[src/hw/rtl/link_rx_quality_estimator_defines.svh]
// ----------------------------------------------------------------------------
// link_rx_quality_estimator_defines
// assertion helpers for the link receive quality estimator
// ----------------------------------------------------------------------------
`ifndef LINK_RX_QUALITY_ESTIMATOR_DEFINES_SVH
`define LINK_RX_QUALITY_ESTIMATOR_DEFINES_SVH

// same-cycle implication, sampled on clk, off during reset
`define LRQE_ASSERT_NOW(lbl, ante, cons, msg) \
    lbl: assert property (@(posedge clk) disable iff (!rst_n) (ante) |-> (cons)) \
        else $error(msg);

// next-cycle implication, sampled on clk, off during reset
`define LRQE_ASSERT_NEXT(lbl, ante, cons, msg) \
    lbl: assert property (@(posedge clk) disable iff (!rst_n) (ante) |=> (cons)) \
        else $error(msg);

`endif

[src/hw/rtl/lrqe_pkg.sv]
// ----------------------------------------------------------------------------
// lrqe_pkg
// shared types and constants of the link receive quality estimator
// ----------------------------------------------------------------------------
package lrqe_pkg;

    localparam int TIME_W  = 32;
    localparam int COUNT_W = 20;
    localparam int SUM_W   = COUNT_W + 1;
    localparam int PROD_W  = TIME_W + SUM_W;
    localparam int QUO_W   = COUNT_W;
    localparam int STEP_W  = 5;
    localparam int Q_W     = 7;
    localparam int SLOW_W  = 13;
    localparam int SLOWUS_W = 33;
    localparam int ADDR_W  = 3;
    localparam int DATA_W  = 32;

    localparam logic [COUNT_W-1:0] COUNT_MAX = {COUNT_W{1'b1}};
    localparam logic [TIME_W-1:0] FAST_US = 32'd500000;
    localparam logic [TIME_W-1:0] IDLE_MIN_US = 32'd200000;
    localparam logic [19:0] US_PER_S = 20'd1000000;
    localparam logic [Q_W-1:0] Q_MAX = 7'd100;

    localparam logic [COUNT_W-1:0] FAST_MIN_RST = 20'd25;
    localparam logic [SLOW_W-1:0] SLOW_S_RST = 13'd5;
    localparam logic [SLOWUS_W-1:0] SLOW_US_RST = 33'd5000000;

    localparam logic REG_FAST_MIN = 1'b0;
    localparam logic REG_SLOW_S   = 1'b1;

    localparam logic [STEP_W-1:0] A_TOP_STEP = 5'd19;
    localparam logic [STEP_W-1:0] B_TOP_STEP = 5'd6;
    localparam int A_CELLS = 20;
    localparam int B_CELLS = 7;

    typedef struct packed {
        logic [TIME_W-1:0]  now_us;
        logic [TIME_W-1:0]  timer_start_us;
        logic [TIME_W-1:0]  first_frame_us;
        logic [TIME_W-1:0]  last_frame_us;
        logic [COUNT_W-1:0] captured_count;
        logic [COUNT_W-1:0] missed_count;
    } in_t;

    typedef struct packed {
        logic               update_fired;
        logic [Q_W-1:0]     quality_percent;
        logic [COUNT_W-1:0] total_missed;
    } out_t;

    // side data that rides along with an item through the cells
    typedef struct packed {
        logic               fired;
        logic               qen;
        logic               ex;
        logic               sat;
        logic [COUNT_W-1:0] capt;
        logic [COUNT_W-1:0] miss;
    } ctx_t;

    typedef struct packed {
        logic [PROD_W-1:0] rem;
        logic [TIME_W-1:0] den;
        logic [QUO_W-1:0]  quo;
    } div_t;

endpackage

[src/hw/rtl/lrqe_cell.sv]
// ----------------------------------------------------------------------------
// lrqe_cell
// one restoring division step: settles one quotient bit and passes on
// ----------------------------------------------------------------------------
module lrqe_cell (
    input  logic                        clk,
    input  logic                        rst_n,
    input  logic                        en,
    input  logic [lrqe_pkg::STEP_W-1:0] step,
    input  logic                        valid,
    input  lrqe_pkg::ctx_t              ctx,
    input  lrqe_pkg::div_t              div,
    output logic                        valid_q,
    output lrqe_pkg::ctx_t              ctx_q,
    output lrqe_pkg::div_t              div_q
);

    logic [lrqe_pkg::PROD_W-1:0] shifted;
    logic                        ge;
    lrqe_pkg::div_t              div_next;
    logic                        valid_reg;
    lrqe_pkg::ctx_t              ctx_reg;
    lrqe_pkg::div_t              div_reg;

    always_comb
    begin
        shifted = {{(lrqe_pkg::PROD_W-lrqe_pkg::TIME_W){1'b0}}, div.den} << step;
        ge = (div.rem >= shifted);
        div_next = div;
        if (ge)
        begin
            div_next.rem = div.rem - shifted;
        end
        div_next.quo[step] = ge;
    end

    always_ff @(posedge clk or negedge rst_n)
    begin
        if (!rst_n)
        begin
            valid_reg <= 1'b0;
        end
        else if (en)
        begin
            valid_reg <= valid;
        end
    end

    always_ff @(posedge clk)
    begin
        if (en)
        begin
            ctx_reg <= ctx;
            div_reg <= div_next;
        end
    end

    assign valid_q = valid_reg;
    assign ctx_q   = ctx_reg;
    assign div_q   = div_reg;

endmodule
[config.mk]
export PLATFORM = sky130hd
export DESIGN_NAME = lrqe_cell
export DESIGN_NICKNAME = d
export VERILOG_FILES = /design/src/hw/rtl/link_rx_quality_estimator_defines.svh /design/src/hw/rtl/lrqe_pkg.sv /design/src/hw/rtl/lrqe_cell.sv
export SDC_FILE = /design/constraint.sdc
export NUM_CORES = 1
export LEC_CHECK = 0
export ABC_CLOCK_PERIOD_IN_PS = 800
export BUFFER_PORTS_ARGS = -buffer_cell sky130_fd_sc_hd__buf_2
export CAP_MARGIN = 10
export CORE_MARGIN = 8
export CORE_UTILIZATION = 34
export CTS_BUF_LIST = sky130_fd_sc_hd__clkbuf_16
export DETAILED_ROUTE_END_ITERATION = 12
export PLACE_DENSITY_LB_ADDON = 0.15
export REMOVE_ABC_BUFFERS = 1
export SLEW_MARGIN = 10
export SYNTH_ARGS = -nofsm -noshare
export SYNTH_HDL_FRONTEND = slang
export SYNTH_SLANG_ARGS = --single-unit
[constraint.sdc]
create_clock -name clk -period 0.8 [get_ports clk]
set_clock_uncertainty 0.1 [all_clocks]
set_input_delay 0.16 -clock clk [delete_from_list [all_inputs] [get_ports clk]]
set_output_delay 0.16 -clock clk [all_outputs]
set_load 0.01 [all_outputs]
== Word-level counts from Yosys, hierarchy flattened ==
Index checks and enable logic that the tools add are counted.
Storage, ports and cells
  bits in read-only memories: 0
  memory bits (writable): 0
  register bits after elaboration: 150
  memories kept: 0
  latch bits: 0
  bits of input ports: 158
  logic and storage cells: 20
Cells by class
  bitwise logic cells: 0
  magnitude comparators: 3
  add/subtract/negate cells: 1
  muxes and demuxes: 4
  multiply operators: 0
  reduce and logical (&&, ||, !) cells: 1
  divide/modulo/power cells: 0
  shifts and indexed selects: 1
  eq/ne operators: 0
Operators by type and width (number)
  greater-or-equal comparator 53 bit: 1
  2-to-1 mux 53 bit: 1
  left shift 32 x 5 -> 53 bit: 1
  subtractor 53 bit: 1
  bitwise mux 20 bit: 1
  less-than comparator 5 x 6 -> 1 bit, second input constant: 1
  demux 1 bit (select 5 bit): 1
  greater-or-equal comparator 5 x 1 -> 1 bit, second input constant: 1
  logical AND 1 bit: 1
  2-to-1 mux 1 bit: 1

== Logic depth before layout (Yosys ltp) ==
Gate-level depths: netlist of the first run.
  depth in word-level cells: 5
  mapped depth: 23

== Worst setup path after synthesis of the first run ==
OpenSTA, ideal clock, no wires.
  path kind: input -> register
  start point: input step[0] in the netlist's numbering
  end point: register div_reg, in the netlist div_q[79], data pin
  setup slack: -3.980 ns
  buffers on the path: 3
  setup time: 0.260 ns
  cell stages on the path: 18
  arrival: 4.420 ns
  cells stage by stage: clkbuf_1 clkbuf_1 mux4_2 mux2_2 o21ai_0 nor2_1 a31oi_1 ha_1 a21o_1 a31oi_1 o22ai_1 a211o_1 a221o_1 o21a_1 o211a_1 or2_4 buf_6 mux2_4
RTL lines
  start: declaration: RTL line lrqe_cell.sv:9  | input logic [lrqe_pkg::STEP_W-1:0] step,
  end signal: assignment: RTL line lrqe_cell.sv:54  | div_reg <= div_next;
  end: declaration: RTL line lrqe_cell.sv:23  | lrqe_pkg::div_t div_reg;

==> results_dict.tcl, run 1 <==
set metrics [dict create \
    status "complete, but fails checks" \
    violations "hold timing, setup timing" \
    synth_compound_area_frac 0.202 \
    cts_tree "done" \
    synth_top_family_by_area "compound AO/OA/AOI/OAI gates" \
    cp-start-kind "input pin" \
    synth_seq_cells 150 \
    met2_usage 0.388 \
    ir_drop_mv 1.42 \
    drt_first_pass_iters 4 \
    critPathCaptureType "flip-flop" \
    fill_cells 2644 \
    criticalPathCategory "input pin to flip-flop" \
    die_y_um 191 \
    drt-total-wl_um 45000 \
    cp.required_ns 0.90 \
    synth_ff_type "edfxtp_1" \
    yosysSeqAreaShare 0.431 \
    remaining_drc_errors 0 \
    powerDensity_nw_per_um2 1870 \
    core_um2 30400 \
    holdBufCountCts 75 \
    h-tree-depth 4 \
    placed_area_um2 15100 \
    finalPower_mw 33.4 \
    fin_area_um2 17900 \
    first_iter_violations 707 \
    areaGrowthSynthToFinish_pct 71.5 \
    cts-root-buf "clkbuf_16" \
    clock-sinks 150 \
    numPortBuffers 307 \
    synth_area_leaders "edfxtp_1 (43%), ha_1 (6.5%), nand2_1 (5.3%), a21oi_1 (5.2%), o21ai_0 (5.0%)" \
    vias 11431 \
    initial_core_util 0.343 \
    synth.area.mux_share 0.0868 \
    first_global_vias 11656 \
    gp_congestion 0.943 \
    ioPinCount 308 \
    rsz0062_at_grt "yes" \
    finalCriticalPeriod_ns 3.99 \
    die_w_um 191 \
    yosysMostFrequentCell "edfxtp_1" \
    hpwl_um 34300 \
    wl_per_cell_um 20.2 \
    yosysUniqueCellTypes 64 \
    grt_usage 0.233 \
    period_share 4.99 \
    met3_usage 0.0493 \
    numCtsBuffers 17 \
    insertion_delay_ns 0.45 \
    syn_inst 1077 \
    cap_violations 0 \
    synthTopCellsByCount "edfxtp_1 (149), nand2_1 (146), a21oi_1 (108), o21ai_0 (105), nor2_1 (69)" \
    synth-simple-area-share 0.139 \
    row_count 64 \
    async_flop_share 0.00667 \
    layout_setup_ws_ns -3.19 \
    grt_start_max_net_pins 46 \
    grt_pass1_wl_um 65300 \
    whs_ns -0.0963 \
    clockBufferDepth 2 \
    finalSetupTns_ns -291.25 \
    synth_edf_count 149 \
    use_met1 0.304 \
    worst_pin_slew_ns 0.498 \
    yosysWarnings 0 \
    antenna_cells 0 \
    slew_violations 0 \
    synth_xor_area_frac 0.0369 \
    post-synth-top-area-cell "edfxtp_1" \
    synth_fa_ha_area_frac 0.0667 \
    nets 2030 \
    antenna_found_initial 0 \
    setup-violations-final 224 \
    busiest_layer "met2" \
    routed_via_density 5.14 \
    avgSynthCellArea_um2 9.69 \
    crit_path_max_fanout 6 \
    die-area_um2 36500 \
    synth_area_um2 10400 \
    fmax_mhz 251 \
    layout-drive-gt1-share 0.507 \
    netlist.area_leader.share 0.429 \
    cp.arrival_ns 4.09 \
    grt-ovfl-total 0 \
    clkSlewWorstSetupHoldPaths_ns 0.07 \
    rrSetupSlack_ns -0.04 \
    drtAntennaViolNets 0 \
    leakagePower_nw 7.93 \
    maxSlewHeadroom 0.667 \
    hold_class "input pin to flip-flop" \
    hold_violations 53 \
]
where the power goes:
part / switching, mW / total (mW) / internal [mW] / leakage [nW]
combinational: 7.36 / 14.8 / 7.40 / 6.16
clock: 3.55 / 8.47 / 4.93 / 0.299
sequential: 0.281 / 10.1 / 9.85 / 1.47
registers in the layout (all words and copies together) (netlist names):
signal / count
div_q: 105
ctx_q: 44
valid_q: 1
cells by family (layout without fill, tap and decap cells):
group | count (synthesis) | in the layout
AOI/OAI and AO/OA | 351 | 351
DFF | 150 | 150
adders and majority gates | 55 | 55
buffers and inverters | 91 | 844
muxes | 63 | 63
xor gates and xnor gates | 44 | 44
and+or+nand+nor | 323 | 323
stage by stage:
| step | std cells | setup slack [ns] | hold WS, ns | utilization |
|---|---|---|---|---|
| global placement | 2080 | -3.91 | -0.155 | 0.495 |
| detailed placement | 2080 | -3.96 | -0.159 | 0.495 |
| floorplan | 1010 | -4.86 | -0.236 | - |
| CTS | 2214 | -3.12 | -0.110 | 0.566 |
| finish | 2226 | -3.19 | -0.0963 | 0.588 |
| global route | 2226 | -3.36 | -0.112 | 0.588 |
worst max-delay path, stage by stage:
cell	delay (ns)
buf_2	0.14
buf_4	0.14
mux4_2	0.51
nor2b_4	0.17
o31ai_2	0.26
buf_4	0.16
o22a_1	0.14
ha_1	0.25
buf_6	0.15
nand4_1	0.11
nor2_1	0.07
a211o_1	0.32
a221o_1	0.33
o21a_1	0.21
o211a_1	0.26
nor2_4	0.21
buf_12	0.17
buf_12	0.14
buf_12	0.13
o31ai_4	0.05
timing repair:
| item | CTS | global route |
|---|---|---|
| resized for setup | 161 | 102 |
| pin swaps | 43 | 32 |
| endpoints found under the setup margin | 224 | 224 |
| endpoints found under the hold margin | 137 | 57 |
| gates cloned | 5 | 7 |
| setup buffers | 22 | 7 |
cells in the final DEF (no fill, tap or decap), types with 14 or more instances in the layout:
| cell | n |
|---|---|
| buf_4 | 366 |
| buf_2 | 300 |
| edfxtp_1 | 149 |
| nand2_1 | 139 |
| a21oi_1 | 83 |
| dlygate4sd3_1 | 75 |
| nor2_1 | 63 |
| ha_1 | 46 |
| o21ai_0 | 45 |
| o21ai_2 | 38 |
| a21o_1 | 36 |
| o21ai_1 | 26 |
| a21oi_2 | 25 |
| xnor2_1 | 25 |
| inv_1 | 23 |
| clkbuf_16 | 23 |
| nand4_1 | 22 |
| nand3_1 | 20 |
| mux4_2 | 20 |
| xor2_1 | 18 |
| buf_6 | 17 |
| buf_12 | 17 |
| mux2_2 | 15 |
| a31oi_1 | 14 |
path summary, 6_finish.rpt:
| kind | startpoint | to | cells past startpoint |
|---|---|---|---|
| max | div[31] | div_q[96] | 20 |
| min | div[29] | div_q[29] | 1 |
| max reg2reg | valid_q | valid_q | 1 |
| min reg2reg | valid_q | valid_q | 1 |
| max in group asynchronous | rst_n | valid_q | 3 |
| min in group asynchronous | rst_n | valid_q | 3 |
area by class of cell:
cell class                      instances  area (um2)  share of cell area
Sequential cell                       150        4500               0.251
Multi-Input combinational cell        836        6370               0.356
Clock buffer                           17         425              0.0238
Inverter                               24        90.1             0.00504
Clock inverter                         15         178             0.00993
Timing Repair Buffer                  788        5830               0.326
Tap cell                              396         495              0.0277
per-layer routing:
| metal | vias up | share of wire |
|---|---|---|
| met5 | - | 0 |
| met3 | 32 | 0.070 |
| met2 | 399 | 0.48 |
| met1 | 5460 | 0.44 |
| met4 | 0 | 0.011 |
| li1 | 5540 | - |
No activity file was read; power rests on OpenSTA's default activity.
==> inputs of run 2 (changes only) <==
Settings changed: TNS_END_PERCENT set to 10.
==> run 2 against run 1 <==
The flow still finishes with violations (hold timing, setup timing). Cell count about the same. Non-clock buffer count down 1. Maximum frequency up 0.38%. Critical path type unchanged.
==> results_dict.tcl, run 2 (synthesis results as in run 1) <==
set metrics [dict create \
    drt_first_pass_iters 5 \
    whs_ns -0.0965 \
    first_iter_violations 711 \
    holdBufCountCts 75 \
    core_um2 30400 \
    violations "hold timing, setup timing" \
    cts_tree "done" \
    clkSlewWorstSetupHoldPaths_ns 0.07 \
    grt_usage 0.233 \
    grt_start_max_net_pins 46 \
    finalCriticalPeriod_ns 3.98 \
    powerDensity_nw_per_um2 1880 \
    antenna_found_initial 0 \
    r2r-start "valid_q" \
    critPathCaptureType "flip-flop" \
    leakagePower_nw 7.88 \
    initial_core_util 0.343 \
    place_ws_ns -3.96 \
    criticalPathCategory "input pin to flip-flop" \
    crit_path_max_fanout 9 \
    clock-sinks 150 \
    layout_setup_ws_ns -3.18 \
    layout-drive-gt1-share 0.495 \
    ir_drop_mv 1.41 \
    cp-start-kind "input pin" \
    vias 11418 \
    row_count 64 \
    hold_class "input pin to flip-flop" \
    fmax_mhz 251 \
    areaGrowthSynthToFinish_pct 69.1 \
    setup-violations-final 224 \
    fin_cells 2225 \
    remaining_drc_errors 0 \
    grt-ovfl-total 0 \
    period_share 4.97 \
    numPortBuffers 307 \
    h-tree-depth 4 \
    cp.required_ns 0.90 \
    clockBufferDepth 2 \
    hold_violations 58 \
    placedCellCount 2080 \
    rsz0062_at_grt "yes" \
    maxSlewHeadroom 0.641 \
    final_common_cell "buf_4" \
    cp-startpoint "step[0]" \
    drtAntennaViolNets 0 \
    first_global_vias 11648 \
    drt-total-wl_um 44300 \
    wl_per_cell_um 19.9 \
    grt_pass1_wl_um 65300 \
    cts-root-buf "clkbuf_16" \
    final_core_util 0.580 \
    die-area_um2 36500 \
    die_y_um 191 \
    cp.arrival_ns 4.08 \
    hp-start "div[50]" \
    final_cell_mix "buf_4 (367), buf_2 (300), edfxtp_1 (149)" \
    die_w_um 191 \
    largest_reg_flops 105 \
    numCtsBuffers 17 \
    ioPinCount 308 \
    hpwl_um 34300 \
    nets 2029 \
    gp_congestion 0.943 \
    status "complete, but fails checks" \
    worst_pin_slew_ns 0.537 \
    insertion_delay_ns 0.45 \
    slew_violations 0 \
    routed_via_density 5.13 \
    antenna_cells 0 \
    cap_violations 0 \
]
-- run 2: changes by cell type in the layout (fill, tap and decap cells not counted), moves of 2 or more --
cell / before / now
a41oi_2: 2 / 0
clkbuf_16: 23 / 21
a31oi_1: 14 / 23
a31oi_4: 8 / 0
nand2_2: 7 / 5
a41oi_1: 0 / 2
nand2_1: 139 / 141
-- run 2: where the power goes --
group          switching (mW)  total [mW]  internal, mW
Clock                    3.57        8.50          4.93
Sequential              0.278        10.1          9.85
Combinational            7.20        14.5          7.27
-- run 2: worst paths after layout --
check | slack (ns) | cells after the start | end
worst max-delay path | -3.18 | 20 | div_q[68]
worst min-delay path | -0.1 | 2 | div_q[50]
worst max register to register | -0.04 | 1 | valid_q
worst min register to register | 0.41 | 1 | valid_q
max in group asynchronous | 0.02 | 3 | valid_q
min in group asynchronous | 0.48 | 3 | valid_q
-- run 2: layer usage --
metal | routed length [um] | up-vias | GRT usage | part of all wire
met1 | 19600 | 5442 | 0.306 | 0.44
met2 | 21200 | 412 | 0.388 | 0.48
met5 | 0 | - | 0 | 0
li1 | - | 5537 | - | -
met3 | 3060 | 27 | 0.0474 | 0.069
met4 | 448 | 0 | 0.0557 | 0.010
-- run 2: per-stage QoR --
stage               instance area, um2  hold WS [ns]  TNS [ns]  power, mW
global route                     17600        -0.112   -308.85       34.8
finish                           17600       -0.0965   -290.14       33.1
floorplan                        10100        -0.236   -344.26       15.7
global placement                 15100        -0.155   -313.09       22.3
CTS                              17100        -0.110   -290.86       32.5
detailed placement               15100        -0.159   -316.55       22.3
-- run 2: what timing repair did --
action	4_1_cts	5_1_grt
setup buffers	21	9
pin swaps	43	42
gates resized for setup	145	90
endpoints found under the setup margin	224	224
endpoints found under the hold margin	137	52
gates cloned	5	5
-- run 2: area by class of cell --
| class | count | area, um2 |
|---|---|---|
| sequential | 150 | 4500 |
| inverter | 24 | 90.1 |
| timing repair buffer | 787 | 5780 |
| tap | 396 | 495 |
| fill | 2670 | 12800 |
| clock inverter | 15 | 178 |
| clock buffer | 17 | 425 |
| multi-input combinational | 836 | 6170 |
-- run 2: worst max-delay path, stage by stage --
cell,delay (ns)
buf_12,0.09
buf_6,0.09
mux4_2,0.50
mux2_4,0.31
o21ai_4,0.16
nor2_1,0.06
a31oi_1,0.18
ha_1,0.29
a21o_1,0.19
a31oi_2,0.17
o22ai_1,0.11
a211o_1,0.26
a221o_1,0.32
o21a_1,0.21
o211a_1,0.26
nor2_4,0.21
buf_12,0.20
buf_12,0.14
buf_6,0.10
o21ai_2,0.04
==> inputs of run 3 (changes only) <==
Settings changed: CELL_PAD_IN_SITES_DETAIL_PLACEMENT set to 0, CELL_PAD_IN_SITES_GLOBAL_PLACEMENT set to 1.
==> run 3 against run 2 <==
Critical path depth fell by 1. Register-to-register slack got worse by 0.02 ns. The flow still finishes with violations (hold timing, setup timing). Total power down 3.9%. Global-route usage decreased by 0.24 points. Setup slack lost 0.093 ns. Flip-flop and latch count did not move. Clock power down 1%. Critical endpoint is now div_q[103].
==> results_dict.tcl, run 3 (synthesis results as in run 1) <==
set metrics [dict create \
    clockBufferDepth 2 \
    die_w_um 191 \
    register_area_um2 4500 \
    first_global_vias 11374 \
    wl_per_cell_um 19.6 \
    clock-sinks 150 \
    holdBufCountCts 62 \
    maxUsedRoutingLayer "met5" \
    finalCriticalPeriod_ns 4.07 \
    layout_setup_ws_ns -3.27 \
    layout-drive-gt1-share 0.463 \
    met3_length_um 3030 \
    cap_violations 0 \
    row_count 64 \
    critPathCaptureType "flip-flop" \
    ir_drop_mv 1.26 \
    gp_congestion 0.917 \
    fmax_mhz 246 \
    remaining_drc_errors 0 \
    criticalPathCategory "input pin to flip-flop" \
    first_iter_violations 725 \
    cp-start-kind "input pin" \
    fill_cells 2788 \
    grt_pass1_wl_um 65200 \
    maxSlewHeadroom 0.722 \
    vias 11217 \
    nets 2009 \
    grt_start_max_net_pins 49 \
    largest_reg_flops 105 \
    drt-total-wl_um 43100 \
    fin_cells 2205 \
    drtAntennaViolNets 0 \
    numCtsBuffers 17 \
    h-tree-depth 4 \
    numPortBuffers 307 \
    ioPinCount 308 \
    whs_endpoint "valid_q" \
    final_core_util 0.556 \
    place_ws_ns -3.95 \
    violations "hold timing, setup timing" \
    leakagePower_nw 7.64 \
    die_y_um 191 \
    crit_path_max_fanout 8 \
    hold_class "input pin to flip-flop" \
    slew_violations 0 \
    hold_depth 2 \
    routed_via_density 5.09 \
    hp-start "valid" \
    cts_tree "done" \
    antenna_found_initial 4 \
    worst_pin_slew_ns 0.414 \
    hold_violations 70 \
    core_um2 30400 \
    placedCellCount 2091 \
    final_common_cell "buf_4" \
    setup-violations-final 224 \
    die-area_um2 36500 \
    areaGrowthSynthToFinish_pct 62.3 \
    rr_endpoint "valid_q" \
    whs_ns -0.146 \
    drt_first_pass_iters 5 \
    reg2regPathDepth 1 \
    r2r-start "valid_q" \
    rsz0062_at_grt "yes" \
    period_share 5.09 \
    powerDensity_nw_per_um2 1880 \
    rrSetupSlack_ns -0.06 \
    cts-root-buf "clkbuf_16" \
    antenna_cells 0 \
    grt-ovfl-total 0 \
    drt-met1-wl_um 18800 \
    hpwl_um 34700 \
    finalSetupTns_ns -293.35 \
    met2_length_um 20700 \
    status "complete, but fails checks" \
    multi_input_area_um2 5850 \
    insertion_delay_ns 0.44 \
    clkSlewWorstSetupHoldPaths_ns 0.08 \
    cp.arrival_ns 4.17 \
    finalPower_mw 31.8 \
    initial_core_util 0.343 \
    grt_usage 0.230 \
    final_cell_mix "buf_4 (382), buf_2 (299), edfxtp_1 (149)" \
    cp.required_ns 0.90 \
]
run 3: area by class of cell:
type | count | area share
clock buffers | 17 | 0.0251
clock inverters | 15 | 0.00983
inverters | 24 | 0.00532
multi-input cells | 836 | 0.346
flip-flops and latches | 150 | 0.266
well taps | 396 | 0.0293
repair buffers | 767 | 0.319
run 3: per-layer routing:
metal  global-route usage  vias up
li1                     -     5491
met1                0.299     5294
met2                0.394      382
met3               0.0447       44
met4               0.0450        6
met5                    0        -
run 3: timing repair:
action,CTS,global route
gates resized for setup,85,47
gates cloned,2,0
endpoints found under the hold margin,136,68
setup endpoints to repair,224,224
pin swaps,38,16
buffers inserted,12,6
run 3: worst max-delay path by stage:
stage | from | endpoint | slack [ns]
after floorplan | step[1] | div_q[11] | -4.86
after global placement | step[0] | div_q[95] | -3.95
after detailed placement | step[0] | div_q[95] | -3.95
after CTS | step[0] | div_q[103] | -3.19
after global routing | step[0] | div_q[103] | -3.38
final | step[0] | div_q[103] | -3.27
run 3: per-stage QoR:
stage	area (um2)	hold slack (ns)
6_report	16900	-0.146
5_1_grt	16900	-0.145
4_1_cts	16700	-0.152
3_5_place_dp	15200	-0.159
3_3_place_gp	15200	-0.166
2_1_floorplan	10100	-0.236
run 3: worst max-delay path, stage by stage:
cell and delay (ns):
buf_12 0.10, buf_12 0.13, mux4_2 0.55, mux2i_4 0.18
nand2_1 0.09, o21ai_2 0.07, nor2_1 0.06, a31oi_1 0.24
ha_1 0.31, a21o_1 0.20, a31oi_4 0.16, o22ai_1 0.11
a211o_1 0.27, a221o_1 0.32, o21a_1 0.23, o211a_1 0.28
or2_4 0.31, o221a_4 0.13, a32o_1 0.23
run 3: where the power goes:
group,total (mW),internal [mW],switching [mW]
registers,10.1,9.84,0.255
clock network,8.40,4.43,3.96
logic,13.3,6.61,6.69
